## config.mk

```make
export PLATFORM = sky130hd
export DESIGN_NAME = display_event_frame_parser
export DESIGN_NICKNAME = d
export VERILOG_FILES = /design/src/dfp_pkg.sv /design/src/dfp_frame_tracker.sv /design/src/dfp_event_decode.sv /design/src/display_event_frame_parser.sv
export SDC_FILE = /design/constraint.sdc
export NUM_CORES = 1
export LEC_CHECK = 0
export ABC_AREA = 1
export BUFFER_PORTS_ARGS = -buffer_cell sky130_fd_sc_hd__buf_2
export CAP_MARGIN = 20
export CELL_PAD_IN_SITES_DETAIL_PLACEMENT = 1
export CELL_PAD_IN_SITES_GLOBAL_PLACEMENT = 2
export CORE_ASPECT_RATIO = 1.5
export CORE_UTILIZATION = 32
export DETAILED_ROUTE_END_ITERATION = 8
export GPL_TIMING_DRIVEN = 0
export PLACE_DENSITY = 0.79
export SLEW_MARGIN = 30
export SYNTH_ARGS = -nofsm -noshare
export SYNTH_HDL_FRONTEND = slang
export SYNTH_SLANG_ARGS = --single-unit
```

## constraint.sdc

```tcl
create_clock -name clk -period 3 [get_ports clk]
set_clock_uncertainty 0.05 [all_clocks]
set_input_delay 0.6 -clock clk [delete_from_list [all_inputs] [get_ports clk]]
set_output_delay 0.6 -clock clk [all_outputs]
set_load 0.005 [all_outputs]
```

## src/dfp_pkg.sv

```systemverilog
// ----------------------------------------------------------------------------
// dfp_pkg
// Shared types and constants of the display event frame parser.
// ----------------------------------------------------------------------------
package dfp_pkg;

  localparam logic [7:0]  START_BYTE = 8'hEE;
  localparam logic [31:0] TAIL_MARK  = 32'hFFFC_FFFF;

  // Header bytes that mark a control event report.
  localparam logic [7:0] EVT_HDR1 = 8'hB1;
  localparam logic [7:0] EVT_HDR2 = 8'h11;

  // Control type codes and where their value sits in the frame.
  localparam logic [7:0] TYPE_BYTE9  = 8'h10;
  localparam logic [7:0] TYPE_BYTE8  = 8'h1B;
  localparam logic [7:0] TYPE_WIDE_A = 8'h13;
  localparam logic [7:0] TYPE_WIDE_B = 8'h12;
  localparam logic [7:0] TYPE_WIDE_C = 8'h14;

  // Number of captured frame bytes and the frame position of each slot.
  localparam int NUM_CAPT = 9;
  localparam logic [3:0] CAPT_POS [NUM_CAPT] = '{
    4'd1, 4'd2, 4'd4, 4'd6, 4'd7, 4'd8, 4'd9, 4'd10, 4'd11
  };

  // Slot indexes of the captured bytes.
  localparam int SLOT_HDR1    = 0;
  localparam int SLOT_HDR2    = 1;
  localparam int SLOT_SCREEN  = 2;
  localparam int SLOT_CONTROL = 3;
  localparam int SLOT_TYPE    = 4;
  localparam int SLOT_BYTE8   = 5;
  localparam int SLOT_BYTE9   = 6;
  localparam int SLOT_VAL_HI  = 7;
  localparam int SLOT_VAL_LO  = 8;

  localparam int FRAME_MIN = 5;

  typedef logic [NUM_CAPT-1:0][7:0] dfp_capt_t;

  // Status handed from the frame tracker to the event decoder.
  typedef struct packed {
    logic      frame_end;
    dfp_capt_t capt;
  } dfp_frame_t;

  // One result, as it is loaded into the output register.
  typedef struct packed {
    logic        matched;
    logic [7:0]  screen_id;
    logic [7:0]  control_id;
    logic [7:0]  control_type;
    logic [15:0] value;
  } dfp_result_t;

endpackage

```

## src/dfp_frame_tracker.sv

```systemverilog
// ----------------------------------------------------------------------------
// dfp_frame_tracker
// Frame position counter, four-byte tail window and captured frame bytes.
// ----------------------------------------------------------------------------
module dfp_frame_tracker #(
  parameter int MAX_FRAME = 256
) (
  input  logic                clk,
  input  logic                rst_n,
  input  logic                step,
  input  logic [7:0]          rx_byte,
  output dfp_pkg::dfp_frame_t frame
);

  localparam int PW = $clog2(MAX_FRAME);

  logic [PW-1:0]     pos_r;
  logic [31:0]       tail_r;
  dfp_pkg::dfp_capt_t capt_r;

  logic               active;
  logic [PW:0]        pos_inc;
  logic [31:0]        tail_upd;
  dfp_pkg::dfp_capt_t capt_upd;
  logic               frame_end;
  logic               overflow;

  always_comb begin
    active   = (pos_r != '0) || (rx_byte == dfp_pkg::START_BYTE);
    pos_inc  = {1'b0, pos_r} + (PW+1)'(1);
    tail_upd = {tail_r[23:0], rx_byte};
    for (int i = 0; i < dfp_pkg::NUM_CAPT; i++) begin
      capt_upd[i] = (pos_r == PW'(dfp_pkg::CAPT_POS[i])) ? rx_byte : capt_r[i];
    end
    frame_end = active && (pos_inc > (PW+1)'(dfp_pkg::FRAME_MIN))
                && (tail_upd == dfp_pkg::TAIL_MARK);
    overflow  = active && !frame_end && (pos_inc >= (PW+1)'(MAX_FRAME));
  end

  assign frame.frame_end = frame_end;
  assign frame.capt      = capt_upd;

  always_ff @(posedge clk) begin
    if (!rst_n) begin
      pos_r  <= '0;
      tail_r <= '0;
      capt_r <= '0;
    end else if (step && active) begin
      if (frame_end || overflow) begin
        pos_r  <= '0;
        tail_r <= '0;
        capt_r <= '0;
      end else begin
        pos_r  <= pos_inc[PW-1:0];
        tail_r <= tail_upd;
        capt_r <= capt_upd;
      end
    end
  end

endmodule

```

## src/dfp_event_decode.sv

```systemverilog
// ----------------------------------------------------------------------------
// dfp_event_decode
// Recognises control event reports and keeps the held event fields.
// ----------------------------------------------------------------------------
module dfp_event_decode (
  input  logic                 clk,
  input  logic                 rst_n,
  input  logic                 fire,
  input  dfp_pkg::dfp_capt_t   capt,
  output dfp_pkg::dfp_result_t result
);

  logic [7:0]  screen_r;
  logic [7:0]  control_r;
  logic [7:0]  type_r;
  logic [15:0] value_r;

  logic        is_evt;
  logic [7:0]  screen_nxt;
  logic [7:0]  control_nxt;
  logic [7:0]  type_nxt;
  logic [15:0] value_nxt;
  logic [7:0]  evt_type;

  always_comb begin
    is_evt = (capt[dfp_pkg::SLOT_HDR1] == dfp_pkg::EVT_HDR1)
             && (capt[dfp_pkg::SLOT_HDR2] == dfp_pkg::EVT_HDR2);
    evt_type    = capt[dfp_pkg::SLOT_TYPE];
    screen_nxt  = screen_r;
    control_nxt = control_r;
    type_nxt    = type_r;
    value_nxt   = value_r;
    if (is_evt) begin
      screen_nxt  = capt[dfp_pkg::SLOT_SCREEN];
      control_nxt = capt[dfp_pkg::SLOT_CONTROL];
      type_nxt    = evt_type;
      case (evt_type) inside
        dfp_pkg::TYPE_BYTE9: value_nxt = {8'h00, capt[dfp_pkg::SLOT_BYTE9]};
        dfp_pkg::TYPE_BYTE8: value_nxt = {8'h00, capt[dfp_pkg::SLOT_BYTE8]};
        dfp_pkg::TYPE_WIDE_A, dfp_pkg::TYPE_WIDE_B, dfp_pkg::TYPE_WIDE_C: begin
          value_nxt = {capt[dfp_pkg::SLOT_VAL_HI], capt[dfp_pkg::SLOT_VAL_LO]};
        end
        default: value_nxt = value_r;
      endcase
    end
  end

  assign result.matched      = is_evt;
  assign result.screen_id    = screen_nxt;
  assign result.control_id   = control_nxt;
  assign result.control_type = type_nxt;
  assign result.value        = value_nxt;

  always_ff @(posedge clk) begin
    if (!rst_n) begin
      screen_r  <= '0;
      control_r <= '0;
      type_r    <= '0;
      value_r   <= '0;
    end else if (fire) begin
      screen_r  <= screen_nxt;
      control_r <= control_nxt;
      type_r    <= type_nxt;
      value_r   <= value_nxt;
    end
  end

endmodule

```

## src/display_event_frame_parser.sv

```systemverilog
// ----------------------------------------------------------------------------
// display_event_frame_parser
// Frame parser for a serial display link: finds control event reports.
// ----------------------------------------------------------------------------
//
//   Channel  Ports                                   Direction  Meaning
//   in       in_valid, in_stall, in_rx_byte           in         one received byte
//   out      out_valid, out_stall, out_matched,       out        one result per
//            out_screen_id, out_control_id,                      completed frame
//            out_control_type, out_value
//
// A byte is taken into the input register in the cycle its request is
// accepted and is parsed in the cycle it moves on; the result of a
// completed frame is then held in the output register. One byte can be
// accepted in every cycle while no stalled result holds the pipeline.
// Reset (rst_n low, synchronous) returns the parser to idle and clears the
// held event fields. A stalled result holds the pipeline: the input register
// keeps its byte and in_stall rises until the result has been taken.
//
module display_event_frame_parser #(
  parameter int MAX_FRAME = 256
) (
  input  logic        clk,
  input  logic        rst_n,
  input  logic        in_valid,
  output logic        in_stall,
  input  logic [7:0]  in_rx_byte,
  output logic        out_valid,
  input  logic        out_stall,
  output logic        out_matched,
  output logic [7:0]  out_screen_id,
  output logic [7:0]  out_control_id,
  output logic [7:0]  out_control_type,
  output logic [15:0] out_value
);

  // Input register.
  logic       s1_valid_r;
  logic [7:0] s1_byte_r;

  // Output register.
  logic                 out_valid_r;
  dfp_pkg::dfp_result_t out_r;

  logic                 advance;
  logic                 step;
  logic                 fire;
  dfp_pkg::dfp_frame_t  frame;
  dfp_pkg::dfp_result_t result;

  // The pipeline moves whenever the output register is free or being emptied.
  assign advance  = !out_valid_r || !out_stall;
  assign in_stall = s1_valid_r && !advance;
  // The byte in the input register is parsed in the cycle it moves on.
  assign step     = s1_valid_r && advance;
  assign fire     = step && frame.frame_end;

  dfp_frame_tracker #(
    .MAX_FRAME(MAX_FRAME)
  ) u_tracker (
    .clk    (clk),
    .rst_n  (rst_n),
    .step   (step),
    .rx_byte(s1_byte_r),
    .frame  (frame)
  );

  dfp_event_decode u_decode (
    .clk   (clk),
    .rst_n (rst_n),
    .fire  (fire),
    .capt  (frame.capt),
    .result(result)
  );

  always_ff @(posedge clk) begin
    if (!rst_n) begin
      s1_valid_r <= 1'b0;
    end else if (!in_stall) begin
      s1_valid_r <= in_valid;
    end
  end

  always_ff @(posedge clk) begin
    if (!in_stall && in_valid) begin
      s1_byte_r <= in_rx_byte;
    end
  end

  always_ff @(posedge clk) begin
    if (!rst_n) begin
      out_valid_r <= 1'b0;
    end else if (advance) begin
      out_valid_r <= fire;
    end
  end

  // Payload is loaded only with a result, so a waiting result never changes.
  always_ff @(posedge clk) begin
    if (fire) begin
      out_r <= result;
    end
  end

  assign out_valid        = out_valid_r;
  assign out_matched      = out_r.matched;
  assign out_screen_id    = out_r.screen_id;
  assign out_control_id   = out_r.control_id;
  assign out_control_type = out_r.control_type;
  assign out_value        = out_r.value;

endmodule

```

==> impl_metrics.toml, run 1 <==
[flow_run]
maxCapViolCount = 0

[sta]
slew_viol_final = 0
hold_violations = 0
final.min_clock_period_ns = 2.804
layout_setup_ws_ns = 0.1959
hold_slack_ns = 0.2696
worstMarginPinSlew_ns = 0.7339
rsz0062_at_grt = "false"
tns_ns = 0
fmax_ghz = 0.3566
slew_headroom = 0.5108
finalCritPeriodShare = 0.9347
finalSetupViolations = 0

[clocking]
ctsHoldBuffers = 0
clk_latency_ns = 0.46
clkSinkCount = 195
cts_tree = "built"
clockBufferDepth = 2
htree_num_levels = 4
clk_pin_slew_worst_paths_ns = 0.07
root_buffer = "clkbuf_16"
cts_made_buffers = 17

[pwr]
leakagePower_nw = 4.128
p_int_mw = 4.108
seq_power_share = 0.513
power_mw = 5.277
p_switching_mw = 1.169
swShare = 0.2215
p_per_area_nw_per_um2 = 487.3
peakVddDrop_uv = 384.3
combPwrFrac = 0.023
clock_power_share = 0.464

[final_layout]
nFillCells = 3606
final_cell_mix = "nand2_1, a21oi_1, dfxtp_1"
fin_area_sq_um = 10830
drive_gt1_frac = 0.1482
fin_cells = 1719
antennaDiodeCount = 0
layout.nets = 1333
post-route-util = 0.3771
final_common_cell = "nand2_1"
area_delta_synth_final_pct = 15.94

[logic_synthesis]
postSynthNetCount = 1253
synthTopCellsByArea = "dfxtp_1, edfxtp_1, nand2_1, a21oi_1, nand3_1"
async_flop_share = 0
ys_ff_latch = 195
synth_largest_area_cell = "dfxtp_1"
synth_edf_count = 49
yosysSeqAreaShare = 0.4705
synth_area_sq_um = 9340
netlist.area_leader.share = 0.3129
synth_cells = 1236
yosysWarnings = 0
synth_flop_cell = "dfxtp_1"
synth.avg_cell_area_sq_um = 7.557
synthDistinctLibCells = 45

[worst_setup_path]
arrival_ns = 2.92
worstSetupPathType = "reg -> reg"
cp-start-kind = "register"
worstPathRequired_ns = 3.12
crit_chain = "nand2_1 > nor2_1 > nand4_1 > nor3_1 > nand2_1 > nor2_1 > nand3_2 > clkbuf_4 > inv_6 > buf_16"
end_kind = "register"
cp_slowest_cell = "edfxtp_1"
crit_fanout = 22
cpPeakStageDelay_ns = 0.43

[grt]
antenna_found_initial = 0
busiest_layer = "met2"
grt_util_met2 = 0.3747
globalRouteMet3Util = 0.03106
grt_overflow_total = 0
use_met1 = 0.2383
grtUsageTotal = 0.2090
grt_pass1_vias = 8721
grt_pass1_wl_um = 47430
grt_max_degree = 23

[detailed_routing]
wirelength_um = 29680
route.antenna.remaining_nets = 0
viasPerCell = 4.980
vias = 8560
drc_errors = 0
dr.pass1.iters = 5
wl_per_cell_um = 17.26
drt-initial-drc-count = 370

[floorplan]
die_h_um = 211.2
io_pins = 55
dieArea_sq_um = 29890
die_w_um = 141.5
floorplan.initialDensity = 0.3252
fp.coreArea_sq_um = 28720
num_rows = 76

[place]
dp_cells = 1681
hpwl_um = 22070
gp_congestion = 0.8162
place_area_sq_um = 10130
portBuffers = 54
pre_cts_slack_ns = -0.5997

[hold_path]
hp-class = "in -> reg"

[run_status]
status = "finished, final reports clean"
==> per-layer routing <==
metal	wire, um	up-vias
met5	0	-
met4	1066	0
met3	819	47
met2	15300	125
met1	12490	4148
li1	-	4240
==> registers in the layout, indices dropped and copies added (netlist names), 16 cells and up <==
register          count
out_value            16
u_tracker.tail_r     24
u_decode.value_r     16
u_tracker.capt_r     72
==> cells by family (layout without fill, tap and decap cells) <==
family,after synthesis,in the layout,synth area share
flops,195,195,0.4705
compound gates,288,288,0.1591
simple gates,539,539,0.2670
buf+inv,204,297,0.09203
xor+xnor,5,5,0.004688
fa+ha+maj,5,5,0.006698
==> final cells by class <==
type,count,area [sq um],share of cell area
Timing Repair Buffer,62,350.3,0.03235
Buffer,71,366.6,0.03385
Tap cell,390,488.0,0.04506
Clock buffer,19,432.9,0.03998
Inverter,132,510.5,0.04714
Clock inverter,13,183.9,0.01698
Sequential cell,195,4395,0.4059
Multi-Input combinational cell,837,4101,0.3787
==> power groups by stage <==
stage / sequential, mW / clock, mW / combinational (mW)
6_report: 2.71 / 2.45 / 0.122
5_1_grt: 2.71 / 2.61 / 0.130
4_1_cts: 2.71 / 2.53 / 0.114
3_5_place_dp: 2.77 / 0 / 0.108
3_3_place_gp: 2.77 / 0 / 0.108
2_1_floorplan: 2.76 / 0 / 0.0479
==> critical path: cells and delay by family, from the launching register on <==
kind | cells | cell delay [ns]
buffers and inverters | 3 | 0.71
AND/OR/NAND/NOR | 7 | 1.29
flip-flops | 1 | 0.43
==> path summary, 6_finish.rpt <==
kind                            slack (ns)                 start                   end  cells past startpoint
worst max-delay path                  0.20          s1_byte_r[6]         out_value[10]                     10
worst min-delay path                  0.27         in_rx_byte[2]          s1_byte_r[2]                      1
worst min register to register        0.41  u_tracker.capt_r[71]  u_tracker.capt_r[71]                      2
worst max register to register        0.20          s1_byte_r[6]         out_value[10]                     10
==> cell usage after synthesis (2+ instances only) <==
library cell and number:
and2_1 3, nor3_1 5, dfxtp_1 146, nor2_1 47
nand2_2 8, inv_1 123, buf_2 15, nor2_2 8
buf_1 5, or2_1 14, o21ai_0 77, nand2_4 2
nand3_4 2, nand3_1 100, inv_2 5, clkinv_1 2
buf_4 6, o21bai_2 3, nand2_1 284, nand3b_1 6
xor2_1 4, a21oi_1 153, edfxtp_1 49, nor2_4 4
buf_6 5, or2_2 24, ha_1 5, o21ai_1 48
clkbuf_1 40, o21bai_1 3, nand4_1 26
==> timing repair <==
item,in CTS,in global routing
gates resized for setup,11,10
setup buffers,2,5
setup endpoints to repair,129,59
Note: power is estimated with default switching activity, not from simulation.
==> run 2: changes to the inputs <==
--- a/config.mk
+++ b/config.mk
@@ -15,6 +15,7 @@
 export DETAILED_ROUTE_END_ITERATION = 8
 export GPL_TIMING_DRIVEN = 0
 export PLACE_DENSITY = 0.79
+export REMOVE_ABC_BUFFERS = 1
 export SLEW_MARGIN = 30
 export SYNTH_ARGS = -nofsm -noshare
 export SYNTH_HDL_FRONTEND = slang
==> impl_metrics.toml, run 2 (synthesis results as in run 1) <==
[run_status]
status = "finished, final reports clean"

[worst_setup_path]
cp-start-kind = "register"
worstSetupPathType = "reg -> reg"
worstPathRequired_ns = 3.34
crit_fanout = 29
end_kind = "register"
arrival_ns = 3.22

[final_layout]
area_delta_synth_final_pct = 17.40
antennaDiodeCount = 0
drive_gt1_frac = 0.1527
largest_reg_flops = 72
final_cell_mix = "nand2_1, a21oi_1, dfxtp_1"
nFillCells = 3530
fin_cells = 1667
final_common_cell = "nand2_1"
regMostFlops = "u_tracker.capt_r"
layout.nets = 1281
reg_top3 = "u_tracker.capt_r (72), u_tracker.tail_r (24)"
fin_area_sq_um = 10970

[sta]
slew_viol_final = 0
slew_headroom = 0.5426
finalCritPeriodShare = 0.9615
tns_ns = 0
worstMarginPinSlew_ns = 0.6854
final.min_clock_period_ns = 2.885
hold_violations = 0
hold_slack_ns = 0.2585
fmax_ghz = 0.3467
finalSetupViolations = 0

[clocking]
root_buffer = "clkbuf_16"
clkSinkCount = 195
clockBufferDepth = 2
clk_latency_ns = 0.46
htree_num_levels = 4
clk_pin_slew_worst_paths_ns = 0.07
cts_made_buffers = 17
cts_tree = "built"

[floorplan]
die_w_um = 141.5
dieArea_sq_um = 29890
num_rows = 76
die_h_um = 211.2
floorplan.initialDensity = 0.3252
fp.coreArea_sq_um = 28720
io_pins = 55

[grt]
grt_max_degree = 82
globalRouteMet3Util = 0.02925
busiest_layer = "met2"
grt_pass1_wl_um = 44350
grt_pass1_vias = 8259
grt_util_met2 = 0.3571
use_met1 = 0.2236
antenna_found_initial = 0
grtUsageTotal = 0.1935
grt_overflow_total = 0

[pwr]
peakVddDrop_uv = 414.5
p_per_area_nw_per_um2 = 476.5
leakagePower_nw = 4.136
power_mw = 5.225

[detailed_routing]
dr.pass1.iters = 4
drc_errors = 0
route.antenna.remaining_nets = 0
vias = 8269
viasPerCell = 4.960
wl_per_cell_um = 16.79
wirelength_um = 27990
drt-initial-drc-count = 354

[place]
hpwl_um = 18230
dp_cells = 1618
portBuffers = 54
place_area_sq_um = 10030
gp_congestion = 0.7784

[hold_path]
hp-class = "in -> reg"

[flow_run]
maxCapViolCount = 0
run 2: changes by cell type in the layout (fill, tap and decap cells not counted), moves of 5 or more:
cell and change:
dfxtp_1 -5, clkbuf_1 -34, clkbuf_2 -5, buf_2 -15, nor2_4 +5, buf_12 +8
dfxtp_2 +5, buf_6 -5, buf_16 +5
run 2: power by group:
part / switching (mW) / internal [mW] / leakage [nW] / total, mW
logic: 0.0905 / 0.0218 / 2.18 / 0.112
registers: 0.0191 / 2.69 / 1.66 / 2.71
clock network: 1.04 / 1.36 / 0.295 / 2.40
run 2: area by class of cell:
| class | count | area [sq um] | share of cell area |
|---|---|---|---|
| sequential | 195 | 4402 | 0.4014 |
| multi-input combinational | 838 | 4220 | 0.3849 |
| timing repair buffer | 78 | 678.2 | 0.06184 |
| inverter | 132 | 550.5 | 0.05021 |
| clock buffer | 24 | 513.0 | 0.04678 |
| tap | 390 | 488.0 | 0.04450 |
| clock inverter | 8 | 97.59 | 0.008900 |
| timing repair inverter | 2 | 16.27 | 0.001483 |
run 2: timing repair:
action	in CTS	in global routing
endpoints found under the setup margin	177	145
resized for setup	14	16
setup buffers	4	10
gates cloned	1	2
hold buffers	0	0
pin swaps	2	4
run 2: final timing paths:
| check | start | endpoint | slack, ns | cells past startpoint |
|---|---|---|---|---|
| worst min register to register | u_tracker.capt_r[42] | u_tracker.capt_r[42] | 0.41 | 2 |
| worst min-delay path | in_rx_byte[2] | s1_byte_r[2] | 0.26 | 1 |
| worst max-delay path | s1_byte_r[4] | u_tracker.capt_r[44] | 0.12 | 13 |
| worst max register to register | s1_byte_r[4] | u_tracker.capt_r[44] | 0.12 | 13 |
run 2: stage by stage:
stage                     setup slack (ns)    util
final                               0.1154  0.3818
after global routing              -0.01443  0.3818
after CTS                        -0.005348  0.3751
after detailed placement           -0.6826  0.3492
after global placement              -7.029  0.3391
after floorplan                     -2.524       -
run 2: worst max-delay path: stages, from the launching register on:
cell       delay (ns)
edfxtp_1         0.53
clkinv_4         0.20
nand3_1          0.10
nor3_1           0.12
or2_1            0.17
inv_1            0.10
nor2_4           0.15
bufinv_16        0.24
nor2_4           0.14
buf_8            0.17
nand2_4          0.15
buf_16           0.21
or2_2            0.29
a21oi_1          0.14
run 2: layer usage:
layer / vias to the layer above / wire length [um]
li1: 4117 / -
met1: 4026 / 11870
met2: 99 / 14890
met3: 27 / 678
met4: 0 / 558
met5: - / 0
==> run 3: changes to the inputs <==
--- a/config.mk
+++ b/config.mk
@@ -7,16 +7,16 @@
 export LEC_CHECK = 0
 export ABC_AREA = 1
 export BUFFER_PORTS_ARGS = -buffer_cell sky130_fd_sc_hd__buf_2
-export CAP_MARGIN = 20
 export CELL_PAD_IN_SITES_DETAIL_PLACEMENT = 1
-export CELL_PAD_IN_SITES_GLOBAL_PLACEMENT = 2
+export CELL_PAD_IN_SITES_GLOBAL_PLACEMENT = 1
 export CORE_ASPECT_RATIO = 1.5
-export CORE_UTILIZATION = 32
+export CORE_UTILIZATION = 41
 export DETAILED_ROUTE_END_ITERATION = 8
 export GPL_TIMING_DRIVEN = 0
-export PLACE_DENSITY = 0.79
+export PLACE_DENSITY = 0.81
 export REMOVE_ABC_BUFFERS = 1
 export SLEW_MARGIN = 30
 export SYNTH_ARGS = -nofsm -noshare
 export SYNTH_HDL_FRONTEND = slang
+export SYNTH_HIERARCHICAL = 1
 export SYNTH_SLANG_ARGS = --single-unit
==> impl_metrics.toml, run 3 <==
[run_status]
status = "finished, violations left"
failed_checks = "design-rule violations"

[grt]
grtUsageTotal = 0.2510
grt_pass1_vias = 9432
use_met1 = 0.2912
grt_pass1_wl_um = 48400
antenna_found_initial = 0
grt_overflow_total = 0
grt_util_met2 = 0.4464
globalRouteMet3Util = 0.04039
grt_max_degree = 149
busiest_layer = "met2"

[detailed_routing]
drc_errors = 2
drt-initial-drc-count = 820
wl_per_cell_um = 17.38
route.antenna.remaining_nets = 0
dr.pass1.iters = 7
vias = 9572
wirelength_um = 29970
viasPerCell = 5.552

[clocking]
cts_tree = "built"
htree_num_levels = 4
cts_made_buffers = 17
clk_latency_ns = 0.45
clk_pin_slew_worst_paths_ns = 0.08
ctsHoldBuffers = 0
root_buffer = "clkbuf_16"
clockBufferDepth = 2
clkSinkCount = 195

[worst_setup_path]
worstPathRequired_ns = 3.32
cpPeakStageDelay_ns = 0.58
rrSetupSlack_ns = 0.13
worstSetupPathType = "reg -> reg"
crit_chain = "nand3_2 > nor2_1 > nand2_1 > nand2_1 > nor2_1 > nand3_2 > nor3b_2 > inv_1 > nor3_2 > buf_6 > buf_12 > buf_4 > buf_4 > o21ai_0 > a21oi_1"
rr_startpoint = "u_tracker/pos_r[3]"
cp-start-kind = "register"
crit_fanout = 22
end_kind = "register"
reg2reg_depth = 15
cp_slowest_cell = "dfxtp_1"
r2r-end = "u_decode/value_r[10]"
arrival_ns = 3.19

[logic_synthesis]
yosysWarnings = 6
synth.avg_cell_area_sq_um = 7.157
synth_largest_area_cell = "dfxtp_1"
ys_ff_latch = 195
synth_flop_cell = "dfxtp_1"
synth_area_sq_um = 9833
yosysSeqAreaShare = 0.4469
synthTopCellsByArea = "dfxtp_1, edfxtp_1, nand2_1, o21ai_0, nand3_1"
netlist.area_leader.share = 0.2972
synth_edf_count = 49
synthTopCellsByCount = "nand2_1, o21ai_0, dfxtp_1, nand3_1, a21oi_1"
yosysMostFrequentCell = "nand2_1"
synthDistinctLibCells = 31
async_flop_share = 0
synth_cells = 1374

[hold_path]
hold_path.startpoint = "in_rx_byte[3]"
holdPathStages = 1
hp-class = "in -> reg"
min_to = "s1_byte_r[3]"

[final_layout]
fin_cells = 1724
largest_reg_flops = 72
post-route-util = 0.4729
nFillCells = 3067
reg_top3 = "u_tracker/capt_r (72), u_tracker/tail_r (24)"
antennaDiodeCount = 0
regMostFlops = "u_tracker/capt_r"
multi_input_area_sq_um = 4656
area_delta_synth_final_pct = 13.77
layout.nets = 1408
regArea_sq_um = 4407
final_cell_mix = "nand2_1, o21ai_0, dfxtp_1"
final_common_cell = "nand2_1"
fin_area_sq_um = 11190
drive_gt1_frac = 0.1281

[pwr]
leakagePower_nw = 4.955
p_per_area_nw_per_um2 = 719.4
p_int_mw = 5.038
combPwrFrac = 0.296
swShare = 0.3740
power_mw = 8.047
peakVddDrop_uv = 470.6
clock_power_share = 0.289
seq_power_share = 0.415
p_switching_mw = 3.010

[sta]
fmax_ghz = 0.3482
slew_viol_final = 0
layout_setup_ws_ns = 0.1284
hold_slack_ns = 0.2747
tns_ns = 0
slew_headroom = 0.4474
hold_violations = 0
worstMarginPinSlew_ns = 0.8279
finalSetupViolations = 0
finalCritPeriodShare = 0.9572
final.min_clock_period_ns = 2.872

[flow_run]
maxCapViolCount = 0

[floorplan]
io_pins = 55
dieArea_sq_um = 24620
floorplan.initialDensity = 0.4157
num_rows = 69
die_w_um = 128.4
fp.coreArea_sq_um = 23660
die_h_um = 191.7

[place]
portBuffers = 54
hpwl_um = 17340
dp_cells = 1666
place_area_sq_um = 10210
pre_cts_slack_ns = -1.311
gp_congestion = 0.7814
[run 3: power by group through the flow]
stage          clock, mW  combinational, mW  sequential, mW
3_3_place_gp           0               1.91            3.38
4_1_cts             2.37               2.29            3.32
3_5_place_dp           0               2.08            3.39
2_1_floorplan          0               1.49            3.29
6_report            2.32               2.38            3.34
5_1_grt             2.46               2.65            3.38
[run 3: final cells by class]
class	count	share of cell area
multi-input cells	971	0.4162
inverters	117	0.04093
repair inverters	2	0.001342
well taps	319	0.03568
repair buffers	88	0.05950
flip-flops and latches	195	0.3939
clock buffers	21	0.04205
clock inverters	11	0.01040
[run 3: worst max-delay path by stage]
stage / startpoint / to / slack, ns / cells past startpoint
5_1_grt: u_tracker/pos_r[3] / u_decode/value_r[10] / -0.07 / 15
2_1_floorplan: u_tracker/pos_r[0] / u_decode/control_r[2] / -6.22 / 11
6_report: u_tracker/pos_r[3] / u_decode/value_r[10] / 0.13 / 15
4_1_cts: u_tracker/pos_r[2] / out_value[12] / 0.05 / 14
3_3_place_gp: u_tracker/pos_r[4] / u_decode/screen_r[4] / -11.39 / 9
3_5_place_dp: u_tracker/pos_r[4] / u_decode/type_r[2] / -1.31 / 15
[run 3: critical path, delay by kind of cell (launching register included)]
| family | cells | cell delay, ns |
|---|---|---|
| and+or+nand+nor | 8 | 1.10 |
| buffers and inverters | 5 | 0.81 |
| DFF | 1 | 0.58 |
| AOI/OAI and AO/OA | 2 | 0.25 |
[run 3: logic make-up (layout without fill, tap and decap cells)]
| kind of cell | after synthesis | after routing | synth area share |
|---|---|---|---|
| flops | 195 | 195 | 0.4469 |
| fa+ha+maj | 4 | 4 | 0.005090 |
| xor+xnor | 2 | 2 | 0.001782 |
| compound gates | 348 | 348 | 0.1776 |
| simple gates | 613 | 617 | 0.2718 |
| buf+inv | 212 | 239 | 0.09683 |
[run 3: metal layers]
metal,part of all wire,vias to the layer above
met4,0.035,0
met5,0,-
li1,-,4581
met1,0.42,4730
met3,0.038,60
met2,0.51,201
[run 3: repair_timing]
action / CTS / global route
pin swaps: 5 / 5
resized for setup: 25 / 24
setup endpoints to repair: 113 / 72
gates cloned: 6 / 0
buffers inserted: 18 / 4
